<file path="config.mk">
export PLATFORM = sky130hd
export DESIGN_NAME = nearest_polyline_point_search
export DESIGN_NICKNAME = d
export VERILOG_FILES = /design/src/npps_pkg.sv /design/src/npps_isqrt.sv /design/src/nearest_polyline_point_search.sv
export SDC_FILE = /design/constraint.sdc
export NUM_CORES = 2
export LEC_CHECK = 0
export BUFFER_PORTS_ARGS = -buffer_cell sky130_fd_sc_hd__buf_2
export CAP_MARGIN = 15
export CORE_MARGIN = 2
export CORE_UTILIZATION = 50
export CTS_BUF_LIST = sky130_fd_sc_hd__clkbuf_2
export CTS_CLUSTER_SIZE = 14
export DETAILED_ROUTE_END_ITERATION = 8
export GPL_ROUTABILITY_DRIVEN = 0
export PLACE_DENSITY = 0.66
export REMOVE_ABC_BUFFERS = 1
export SLEW_MARGIN = 20
export SYNTH_ARGS = -nofsm -noshare
export SYNTH_HDL_FRONTEND = slang
export SYNTH_SLANG_ARGS = --single-unit
</file>
<file path="constraint.sdc">
create_clock -name clk -period 26.9 [get_ports clk]
set_input_delay 2.69 -clock clk [delete_from_list [all_inputs] [get_ports clk]]
set_output_delay 2.69 -clock clk [all_outputs]
set_load 0.02 [all_outputs]
</file>
<file path="src/npps_pkg.sv">
`default_nettype none
package npps_pkg;
    localparam int COORD_BITS_DEF      = 24;
    localparam int T_FRAC_BITS_DEF     = 16;
    localparam int EDGE_INDEX_BITS_DEF = 20;

    // fixed field widths of the stream payloads
    localparam int FIELD_COORD_W = 24;
    localparam int FIELD_EDGE_W  = 20;
    localparam int FIELD_DIST_W  = 25;
    localparam int IN_DATA_W     = 96;
    localparam int OUT_DATA_W    = 96;
endpackage
`default_nettype wire

</file>
<file path="src/npps_isqrt.sv">
`default_nettype none
module npps_isqrt #(
    parameter int VALUE_BITS = 51
) (
    input  wire logic                            clk,
    input  wire logic                            rst_n,
    input  wire logic                            start,
    input  wire logic [VALUE_BITS-1:0]           value,
    output logic                                 done,
    output logic [(VALUE_BITS+VALUE_BITS%2)/2-1:0] root
);
    localparam int PW = VALUE_BITS + VALUE_BITS % 2;
    localparam int RW = PW / 2;

    logic          busy_reg;
    logic          done_reg;
    logic [PW-1:0] v_reg;
    logic [PW-1:0] r_reg;
    logic [PW-1:0] bit_reg;
    logic [PW-1:0] trial;

    assign trial = r_reg + bit_reg;

    // one result bit per cycle, restoring square root
    always_ff @(posedge clk or negedge rst_n)
    begin
        if (!rst_n)
        begin
            busy_reg <= 1'b0;
            done_reg <= 1'b0;
        end
        else
        begin
            done_reg <= 1'b0;
            if (start)
            begin
                busy_reg <= 1'b1;
                v_reg    <= PW'(value);
                r_reg    <= '0;
                bit_reg  <= PW'(1) << (PW - 2);
            end
            else if (busy_reg)
            begin
                if (v_reg >= trial)
                begin
                    v_reg <= v_reg - trial;
                    r_reg <= (r_reg >> 1) + bit_reg;
                end
                else
                begin
                    r_reg <= r_reg >> 1;
                end
                bit_reg <= bit_reg >> 2;
                if (bit_reg[0])
                begin
                    busy_reg <= 1'b0;
                    done_reg <= 1'b1;
                end
            end
        end
    end

    assign done = done_reg;
    assign root = r_reg[RW-1:0];
endmodule
`default_nettype wire

</file>
<file path="src/nearest_polyline_point_search.sv">
// A vertex without a segment is only registered. A vertex closing a segment runs its steps
// (four products on the shared multiplier, a one-bit-per-cycle divider, two snap products,
// two distance products); the divider is skipped when t clamps.
// A vertex ending a query adds the square root and the result load.
// One item is in work at a time; a finished result waits in the output register and
// stalls the input only while the previous result is still untaken.
// rst_n clears the query point, previous vertex, edge counter and best-so-far asynchronously.
`default_nettype none
module nearest_polyline_point_search import npps_pkg::*; #(
    parameter int COORD_BITS      = COORD_BITS_DEF,
    parameter int T_FRAC_BITS     = T_FRAC_BITS_DEF,
    parameter int EDGE_INDEX_BITS = EDGE_INDEX_BITS_DEF
) (
    input  wire logic                  clk,
    input  wire logic                  rst_n,
    input  wire logic                  s_tvalid,
    output logic                       s_tready,
    // vertex_x, vertex_y, point_x, point_y (24 bits each)
    input  wire logic [IN_DATA_W-1:0]  s_tdata,
    // starts_edge, starts_query
    input  wire logic [1:0]            s_tuser,
    input  wire logic                  s_tlast,
    output logic                       m_tvalid,
    input  wire logic                  m_tready,
    // edge_number(20), snapped_x(24), snapped_y(24), distance(25), 3 zero bits
    output logic [OUT_DATA_W-1:0]      m_tdata,
    // found
    output logic                       m_tuser
);
    localparam int CW   = COORD_BITS;
    localparam int F    = T_FRAC_BITS;
    localparam int EB   = EDGE_INDEX_BITS;
    localparam int MW   = (CW + 1 > F + 2) ? CW + 1 : F + 2;
    localparam int NW   = 2 * CW + 3;
    localparam int RW   = (NW + NW % 2) / 2;
    localparam int CNTW = $clog2(F + 1);

    typedef enum logic [3:0] {
        S_IDLE, S_DEN0, S_DEN1, S_NUM0, S_NUM1, S_CHECK, S_DIV,
        S_CX, S_CY, S_E0, S_E1, S_ROOT, S_RWAIT, S_OUT
    } state_t;

    state_t                state_reg;
    logic signed [CW-1:0]  qx_reg, qy_reg, prev_x_reg, prev_y_reg, ax_reg, ay_reg;
    logic signed [CW-1:0]  cx_reg, cy_reg, best_px_reg, best_py_reg;
    logic                  have_prev_reg, ends_reg, best_valid_reg, out_valid_reg;
    logic [EB-1:0]         edge_reg, best_edge_reg;
    logic [NW-1:0]         best_sq_reg, den_reg, rem_reg;
    logic signed [CW:0]    abx_reg, aby_reg, apx_reg, apy_reg;
    logic signed [NW-1:0]  acc_reg;
    logic [F-1:0]          quo_reg;
    logic [F:0]            t_reg;
    logic [CNTW-1:0]       cnt_reg;
    logic [OUT_DATA_W-1:0] out_data_reg;
    logic                  out_found_reg;

    logic signed [CW-1:0]   vx, vy, px, py;
    logic                   accept, seg, load_out;
    logic signed [CW:0]     ex, ey;
    logic signed [MW-1:0]   mul_a, mul_b;
    logic signed [2*MW-1:0] prod, snap_sum;
    logic signed [NW-1:0]   prod_n, sum_n;
    logic [NW:0]            rem_sh;
    logic                   root_start, root_done;
    logic [RW-1:0]          root;

    assign vx = s_tdata[CW-1:0];
    assign vy = s_tdata[FIELD_COORD_W+CW-1:FIELD_COORD_W];
    assign px = s_tdata[2*FIELD_COORD_W+CW-1:2*FIELD_COORD_W];
    assign py = s_tdata[3*FIELD_COORD_W+CW-1:3*FIELD_COORD_W];

    assign s_tready = (state_reg == S_IDLE);
    assign accept   = s_tvalid && s_tready;
    assign seg      = have_prev_reg && !s_tuser[1] && !s_tuser[0];
    assign load_out = (state_reg == S_OUT) && (!out_valid_reg || m_tready);

    assign ex = (CW+1)'(cx_reg) - (CW+1)'(qx_reg);
    assign ey = (CW+1)'(cy_reg) - (CW+1)'(qy_reg);

    // pick operands of the shared multiplier
    always_comb
    begin
        unique case (state_reg)
            S_DEN0:  begin mul_a = MW'(abx_reg); mul_b = MW'(abx_reg); end
            S_DEN1:  begin mul_a = MW'(aby_reg); mul_b = MW'(aby_reg); end
            S_NUM0:  begin mul_a = MW'(apx_reg); mul_b = MW'(abx_reg); end
            S_NUM1:  begin mul_a = MW'(apy_reg); mul_b = MW'(aby_reg); end
            S_CX:    begin mul_a = MW'(abx_reg); mul_b = MW'($signed({1'b0, t_reg})); end
            S_CY:    begin mul_a = MW'(aby_reg); mul_b = MW'($signed({1'b0, t_reg})); end
            S_E0:    begin mul_a = MW'(ex);      mul_b = MW'(ex); end
            S_E1:    begin mul_a = MW'(ey);      mul_b = MW'(ey); end
            default: begin mul_a = '0;           mul_b = '0; end
        endcase
    end

    assign prod     = mul_a * mul_b;
    assign prod_n   = NW'(prod);
    assign sum_n    = acc_reg + prod_n;
    assign snap_sum = (state_reg == S_CX ? (2*MW)'(ax_reg) : (2*MW)'(ay_reg)) + (prod >>> F);
    assign rem_sh   = {rem_reg, 1'b0};

    assign root_start = (state_reg == S_ROOT);

    npps_isqrt #(
        .VALUE_BITS(NW)
    ) u_isqrt (
        .clk  (clk),
        .rst_n(rst_n),
        .start(root_start),
        .value(best_sq_reg),
        .done (root_done),
        .root (root)
    );

    // sequencer and datapath registers
    always_ff @(posedge clk or negedge rst_n)
    begin
        if (!rst_n)
        begin
            state_reg      <= S_IDLE;
            qx_reg         <= '0;
            qy_reg         <= '0;
            prev_x_reg     <= '0;
            prev_y_reg     <= '0;
            have_prev_reg  <= 1'b0;
            edge_reg       <= '0;
            best_valid_reg <= 1'b0;
            best_sq_reg    <= '0;
            best_px_reg    <= '0;
            best_py_reg    <= '0;
            best_edge_reg  <= '0;
            ends_reg       <= 1'b0;
            out_valid_reg  <= 1'b0;
        end
        else
        begin
            unique case (state_reg)
                S_IDLE:
                begin
                    if (accept)
                    begin
                        if (s_tuser[1])
                        begin
                            qx_reg         <= px;
                            qy_reg         <= py;
                            best_valid_reg <= 1'b0;
                            best_sq_reg    <= '0;
                            best_px_reg    <= '0;
                            best_py_reg    <= '0;
                            best_edge_reg  <= '0;
                            edge_reg       <= '0;
                        end
                        else if (s_tuser[0])
                        begin
                            edge_reg <= edge_reg + 1'b1;
                        end
                        ax_reg        <= prev_x_reg;
                        ay_reg        <= prev_y_reg;
                        abx_reg       <= (CW+1)'(vx) - (CW+1)'(prev_x_reg);
                        aby_reg       <= (CW+1)'(vy) - (CW+1)'(prev_y_reg);
                        apx_reg       <= (CW+1)'(qx_reg) - (CW+1)'(prev_x_reg);
                        apy_reg       <= (CW+1)'(qy_reg) - (CW+1)'(prev_y_reg);
                        prev_x_reg    <= vx;
                        prev_y_reg    <= vy;
                        have_prev_reg <= 1'b1;
                        ends_reg      <= s_tlast;
                        if (seg)
                            state_reg <= S_DEN0;
                        else if (s_tlast)
                            state_reg <= S_ROOT;
                    end
                end
                S_DEN0:
                begin
                    acc_reg   <= prod_n;
                    state_reg <= S_DEN1;
                end
                S_DEN1:
                begin
                    den_reg   <= NW'(sum_n);
                    state_reg <= S_NUM0;
                end
                S_NUM0:
                begin
                    acc_reg   <= prod_n;
                    state_reg <= S_NUM1;
                end
                S_NUM1:
                begin
                    acc_reg   <= sum_n;
                    state_reg <= S_CHECK;
                end
                // clamp or start the divide
                S_CHECK:
                begin
                    if (den_reg == '0 || acc_reg <= 0)
                    begin
                        t_reg     <= '0;
                        state_reg <= S_CX;
                    end
                    else if (NW'(acc_reg) >= den_reg)
                    begin
                        t_reg     <= (F+1)'(1) << F;
                        state_reg <= S_CX;
                    end
                    else
                    begin
                        rem_reg   <= NW'(acc_reg);
                        quo_reg   <= '0;
                        cnt_reg   <= '0;
                        state_reg <= S_DIV;
                    end
                end
                // one quotient bit per cycle
                S_DIV:
                begin
                    if (rem_sh >= {1'b0, den_reg})
                    begin
                        rem_reg <= NW'(rem_sh - {1'b0, den_reg});
                        quo_reg <= {quo_reg[F-2:0], 1'b1};
                    end
                    else
                    begin
                        rem_reg <= NW'(rem_sh);
                        quo_reg <= {quo_reg[F-2:0], 1'b0};
                    end
                    cnt_reg <= cnt_reg + 1'b1;
                    if (cnt_reg == CNTW'(F - 1))
                        state_reg <= S_CX;
                end
                S_CX:
                begin
                    cx_reg    <= snap_sum[CW-1:0];
                    state_reg <= S_CY;
                end
                S_CY:
                begin
                    cy_reg    <= snap_sum[CW-1:0];
                    state_reg <= S_E0;
                end
                S_E0:
                begin
                    acc_reg   <= prod_n;
                    state_reg <= S_E1;
                end
                // keep the first strict minimum
                S_E1:
                begin
                    if (!best_valid_reg || $unsigned(sum_n) < best_sq_reg)
                    begin
                        best_valid_reg <= 1'b1;
                        best_sq_reg    <= $unsigned(sum_n);
                        best_px_reg    <= cx_reg;
                        best_py_reg    <= cy_reg;
                        best_edge_reg  <= edge_reg;
                    end
                    state_reg <= ends_reg ? S_ROOT : S_IDLE;
                end
                S_ROOT:
                begin
                    state_reg <= S_RWAIT;
                end
                S_RWAIT:
                begin
                    if (root_done)
                        state_reg <= S_OUT;
                end
                // load the result once the output register is free
                S_OUT:
                begin
                    if (load_out)
                    begin
                        out_data_reg <= {
                            {(OUT_DATA_W - FIELD_EDGE_W - 2*FIELD_COORD_W - FIELD_DIST_W){1'b0}},
                            FIELD_DIST_W'(root),
                            FIELD_COORD_W'(best_py_reg),
                            FIELD_COORD_W'(best_px_reg),
                            FIELD_EDGE_W'(best_edge_reg)};
                        out_found_reg <= best_valid_reg;
                        state_reg     <= S_IDLE;
                    end
                end
                default:
                begin
                    state_reg <= S_IDLE;
                end
            endcase
            if (state_reg == S_DIV && cnt_reg == CNTW'(F - 1))
                t_reg <= {1'b0, quo_reg[F-2:0], (rem_sh >= {1'b0, den_reg})};
            // hold the result until it is taken
            if (load_out)
                out_valid_reg <= 1'b1;
            else if (m_tready)
                out_valid_reg <= 1'b0;
        end
    end

    assign m_tvalid = out_valid_reg;
    assign m_tdata  = out_data_reg;
    assign m_tuser  = out_found_reg;
endmodule
`default_nettype wire

</file>
Word-level counts from Yosys, hierarchy flattened
Index checks and enable logic that the tools add are counted.
{ "word_totals": {"latch_bits": 0, "romBits": 0, "input_bits": 103, "n_memories": 0, "mem_bits_rw": 0, "register_bits": 881} }
{ "op_classes": {"muxes": 63, "shifts": 0, "bitwise_logic": 0, "n_eq_ne": 23, "magnitude_cmp": 5, "n_mul": 1, "div": 0, "n_addsub": 14, "reduce_logical": 43} }
{ "ops": {"columns": ["op", "n"], "rows": [
  ["$mux 51", 7],
  ["$pmux 51 s2", 3],
  ["$mux 52", 5],
  ["$pmux 25 s6", 1],
  ["$sub 24x24->25", 6],
  ["$pmux 25 s5", 1],
  ["$mux 24", 5],
  ["$mux 20", 5],
  ["$pmux 24 s2", 2],
  ["$pmux 4 s14", 1],
  ["$add 51x52->52", 1],
  ["$add 52x52->52", 1],
  ["$ge 52x51->1", 1],
  ["$ge 52x52->1", 1],
  ["$sub 52x52->52", 1],
  ["$add 51x50->51", 1],
  ["$ge 51x51->1", 1],
  ["$le 51x1->1 const B", 1],
  ["$logic_not 51->1", 1],
  ["$lt 51x51->1", 1],
  ["$mux 17", 3],
  ["$sub 51x51->51", 1],
  ["$mul 25x25->50", 1],
  ["$pmux 20 s2", 1],
  ["31 further kinds", 97]
]} }

Logic depth before layout (Yosys ltp)
{ "depth": {"word_depth": 9, "depth_mapped": 63} }

Modules after synthesis
Synthesis repeated with hierarchy kept, for this count alone.
{ "hier_totals": {"cells_unflattened": 8726, "hier_area_um2": 82066.2} }
{ "by_module_without_submodules": {"columns": ["mod", "instances", "area_per_inst_um2", "cells_each", "seq_area_each_um2"], "rows": [
  ["nearest_polyline_point_search", 1, 65898.2, 6839, 20494.7],
  ["npps_isqrt", 1, 16168.0, 1887, 4734.5]
]} }

Least setup slack after synthesis
OpenSTA, ideal clock, no wires.
{ "synth_path": {"path_kind": "register to register", "start": "reg cy_reg[0]", "end": "reg best_sq_reg[11]", "arrival_ns": 12.944, "path_slack_ns": 13.831, "stages_incl_launch_ff": 57, "cell_sequence": "edfxtp_1 > inv_1 > ha_1 > inv_1 > fa_1 > a21o_1 > a21o_1 > a2111oi_2 > o211ai_1 > and4_1 > o211ai_1 > and3_1 > o21ai_1 > o211ai_1 > clkbuf_1 > nand2_1 > fa_1 > inv_1 > [21 not listed] > nand4_1 > nor2_1 > a221oi_1 > o21ai_1 > nor3_2 > o22ai_1 > a211o_1 > a21o_1 > ha_1 > nand4_1 > or2_2 > nor4_1 > a21oi_1 > o211ai_1 > a21oi_1 > o21ai_1 > clkbuf_1 > mux2_2"} }
{ "synth_between": {"elab_chain_cells": 8, "elab_cells_between_ends": 11, "cone_classes": "add/sub: 2; mul: 1; order compare: 1; eq/ne: 1; mux: 4; reduce/logical: 2"} }
{ "synth_rtl": {"columns": ["element", "line_no", "rtl"], "rows": [
  ["start: declaration", "nearest_polyline_point_search.sv:45", "logic signed [CW-1:0] cx_reg, cy_reg, best_px_reg, best_py_reg;"],
  ["start signal: assignment", "nearest_polyline_point_search.sv:238", "cy_reg <= snap_sum[CW-1:0];"],
  ["$sub 24x24->25 (*)", "nearest_polyline_point_search.sv:78", "assign ey = (CW+1)'(cy_reg) - (CW+1)'(qy_reg);"],
  ["$pmux 25 s6 / $pmux 25 s5 (equally long branches)", "nearest_polyline_point_search.sv:83", "unique case (state_reg)"],
  ["$mul 25x25->50 (*)", "nearest_polyline_point_search.sv:96", "assign prod = mul_a * mul_b;"],
  ["$add 51x50->51 (*)", "nearest_polyline_point_search.sv:98", "assign sum_n = acc_reg + prod_n;"],
  ["named net sum_n[48]", "nearest_polyline_point_search.sv:62", "logic signed [NW-1:0] prod_n, sum_n;"],
  ["$lt 51x51->1 (*)", "nearest_polyline_point_search.sv:249", "if (!best_valid_reg || $unsigned(sum_n) < best_sq_reg)"],
  ["$logic_or 1x1->1 (*)", "nearest_polyline_point_search.sv:249", null],
  ["$ne 2x2->1 (no line) (*)", null, null],
  ["$reduce_and 4->1 (no line) (*)", null, null],
  ["end signal: assignment", "nearest_polyline_point_search.sv:252", "best_sq_reg <= $unsigned(sum_n);"],
  ["end: declaration", "nearest_polyline_point_search.sv:48", "logic [NW-1:0] best_sq_reg, den_reg, rem_reg;"]
]} }
Mark *: on every way through the listed nets, which the timed path passes. The rest lies on a longest branch. The select of a mux whose other input is x is not followed.
A chain may end at the register's enable or synchronous reset.

Final worst setup path
{ "layout_path": {"start": "reg cy_reg[0]", "end": "reg best_px_reg[15]"} }
{ "layout_between": {"elab_chain_cells": 8, "elab_cells_between_ends": 9, "cone_classes": "add/sub: 2; mul: 1; order compare: 1; eq/ne: 1; mux: 2; reduce/logical: 2"} }
{ "layout_rtl": {"columns": ["element", "line_no", "rtl"], "rows": [
  ["$sub 24x24->25 (*)", "nearest_polyline_point_search.sv:78", null],
  ["$pmux 25 s6 / $pmux 25 s5 (equally long branches)", "nearest_polyline_point_search.sv:83", null],
  ["$mul 25x25->50 (*)", "nearest_polyline_point_search.sv:96", null],
  ["$add 51x50->51 (*)", "nearest_polyline_point_search.sv:98", null],
  ["named net sum_n[48]", "nearest_polyline_point_search.sv:62", null],
  ["$lt 51x51->1 (*)", "nearest_polyline_point_search.sv:249", null],
  ["$logic_or 1x1->1 (*)", "nearest_polyline_point_search.sv:249", null],
  ["$ne 2x2->1 (no line) (*)", null, null],
  ["$reduce_and 4->1 (no line) (*)", null, null],
  ["end signal: assignment", "nearest_polyline_point_search.sv:253", "best_px_reg <= cx_reg;"],
  ["end: declaration", "nearest_polyline_point_search.sv:45", null]
]} }
Mark *: on every way through the listed nets, which the timed path passes. The rest lies on a longest branch.

==> flow_metrics.env <==
export IMPL_vias_per_cell=5.88
export IMPL_clock_sinks=881
export IMPL_n_fill_cell=14908
export IMPL_grt_pass1_vias=67269
export IMPL_std_cell_rows=148
export IMPL_io_pins=202
export IMPL_relSlewSlack=0.200
export IMPL_core_sq_um=162000
export IMPL_root_buffer="clkbuf_2"
export IMPL_detailed_place_hpwl_um=194000
export IMPL_clock_latency_ps=1810
export IMPL_synthesis_area_sq_um=81600
export IMPL_cts_resized=0
export IMPL_fmax_mhz=56.9
export IMPL_grt_usage=0.295
export IMPL_drt_initial_drc_count=6046
export IMPL_min_period_over_period=0.653
export IMPL_crit_top_cell="fa_1"
export IMPL_vias=66367
export IMPL_cp_end_kind="flop"
export IMPL_slowest_delay_ps=890
export IMPL_cts_inserted_buffers=236
export IMPL_layout_nets=10330
export IMPL_antenna_left=0
export IMPL_hold_buffers=0
export IMPL_cp_max_fo=98
export IMPL_synthToLayoutAreaGrowth_pct=7.09
export IMPL_synth_warnings=0
export IMPL_rsz0062_at_grt="false"
export IMPL_synth_cell_type_count=102
export IMPL_async_reset_ff_frac=0.278
export IMPL_drt_wl_total_um=248000
export IMPL_cp_required_ps=28460
export IMPL_io_buffers=198
export IMPL_syn_area_per_cell_sq_um=9.41
export IMPL_largest_reg_flops=93
export IMPL_die_area_sq_um=167000
export IMPL_setup_viol=0
export IMPL_rrSetupSlack_ps=9340
export IMPL_grt_ovfl_total=0
export IMPL_wire_per_inst_um=22.0
export IMPL_synth_cells=8677
export IMPL_yosys_most_used_dff="edfxtp_1"
export IMPL_drv_slew=0
export IMPL_die_h_um=408
export IMPL_crit_arrival_ps=19130
export IMPL_tightest_slew_ps=1190
export IMPL_regArea_sq_um=25200
export IMPL_maxCapViolations=0
export IMPL_skew_ps=185
export IMPL_ys_seq_area_frac=0.309
export IMPL_status="finished clean"
export IMPL_htreeDepth=4
export IMPL_synth_largest_area_cell="edfxtp_1"
export IMPL_yosysMostFrequentCell="inv_1"
export IMPL_crit_slowest_cell="nand4_1"
export IMPL_post_cts_setup_buffer_count=0
export IMPL_drc=0
export IMPL_ys_ff_latch=881
export IMPL_synthTopCellsByArea="edfxtp_1, fa_1, ha_1"
export IMPL_critPathCapture="best_px_reg[15]$_DFFE_PN0P_"
export IMPL_synthTopCellsByCount="inv_1, nand2_1, fa_1"
export IMPL_startpoint="cy_reg[0]$_DFFE_PP_"
export IMPL_clockBufferDepth=3
export IMPL_synth_edf_count=636
export IMPL_r2r_cells=55
export IMPL_synth_top_area_frac=0.234
export IMPL_r2r_start="cy_reg[0]$_DFFE_PP_"
export IMPL_worst_setup_path_start_kind="flop"
export IMPL_first_pass_iters=8
export IMPL_timing_rr_end="best_px_reg[15]$_DFFE_PN0P_"
export IMPL_final_hold_viol_count=0
export IMPL_final_setup_tns_ps=0
export IMPL_cts_tree="done"
export IMPL_initial_core_util=0.503
export IMPL_crit_type="flop to flop"
export IMPL_drive_gt1_frac=0.0907
export IMPL_antenna_found_initial=7
export IMPL_multi_input_area_sq_um=51200
export IMPL_hp_class="flop to flop"
export IMPL_grt_pass1_wl_um=383000
export IMPL_clk_pin_slew_worst_paths_ps=110
export IMPL_fin_crit_ps=17560
export IMPL_die_w_um=408
export IMPL_grt_start_max_net_pins=122
-- cells by family after synthesis --
group	synth area share
buffers and inverters	0.0662
AOI/OAI and AO/OA	0.156
xor gates and xnor gates	0.0439
other	0.0000459
adders and majority gates	0.267
muxes	0.0178
DFF	0.309
and+or+nand+nor	0.140
-- through the flow --
step	hold slack (ps)	setup slack, ps	std cells	utilization	area [sq um]
finish	428	9340	11286	0.538	87400
floorplan	425	7010	8355	-	80400
global placement	428	10110	10825	0.523	85000
CTS	430	9720	11273	0.538	87400
global route	455	8600	11278	0.538	87400
detailed placement	429	9860	10825	0.523	85000
-- worst max-delay path: cells and delay by family, from the launching register on --
kind / cells / cell delay, ps
compound gates: 21 / 5340
fa+ha+maj: 12 / 5290
simple gates: 13 / 3640
buf+inv: 7 / 1800
xor+xnor: 2 / 570
flops: 1 / 380
-- worst min-delay path by stage --
stage | slack [ps] | startpoint | to | cells past startpoint
floorplan | 420 | best_edge_reg[0]$_DFFE_PN0P_ | m_tdata[0]$_DFFE_PP_ | 0
finish | 430 | prev_x_reg[11]$_DFFE_PN0P_ | ax_reg[11]$_DFFE_PP_ | 0
global route | 450 | prev_x_reg[11]$_DFFE_PN0P_ | ax_reg[11]$_DFFE_PP_ | 0
global placement | 430 | prev_y_reg[17]$_DFFE_PN0P_ | ay_reg[17]$_DFFE_PP_ | 0
detailed placement | 430 | best_py_reg[12]$_DFFE_PN0P_ | m_tdata[56]$_DFFE_PP_ | 0
CTS | 430 | prev_x_reg[20]$_DFFE_PN0P_ | ax_reg[20]$_DFFE_PP_ | 0
-- cell type report --
| cell class | count | area share |
|---|---|---|
| well taps | 2175 | 0.0311 |
| clock inverters | 113 | 0.00789 |
| diodes | 13 | 0.000372 |
| flip-flops and latches | 881 | 0.289 |
| repair buffers | 295 | 0.0199 |
| inverters | 1100 | 0.0472 |
| clock buffers | 335 | 0.0192 |
| multi-input cells | 6374 | 0.586 |
-- per-layer routing --
| metal | vias to the layer above | GRT usage | routed length [um] |
|---|---|---|---|
| met4 | 6 | 0.161 | 14600 |
| li1 | 30564 | - | - |
| met5 | - | 0 | 35 |
| met2 | 2957 | 0.476 | 114000 |
| met3 | 672 | 0.0605 | 20300 |
| met1 | 32168 | 0.371 | 99400 |
-- cell usage in the layout, fill, tap and decap left out, drive strengths merged, types with 33 or more instances in the layout --
master and instances:
a31oi 72, inv 1106, a21oi 494, nor2b 67
nand3 229, nor4 43, edfxtp 636, clkbuf 335
o22ai 50, xnor2 283, and3 79, nand4 82
clkinv 97, mux2 55, nand2b 92, o21a 99
or3 40, o31ai 40, and2 93, a21o 236
nor3 105, dfrtp 245, nor2 592, ha 669
nand2 963, fa 670, buf 295, o211ai 44
xor2 126, a211oi 82, mux2i 83, o21ai 555
a22oi 33, o21bai 52
Power is not shown: default switching activity piles up to over one toggle a cycle in this logic, so the estimate is an artifact.
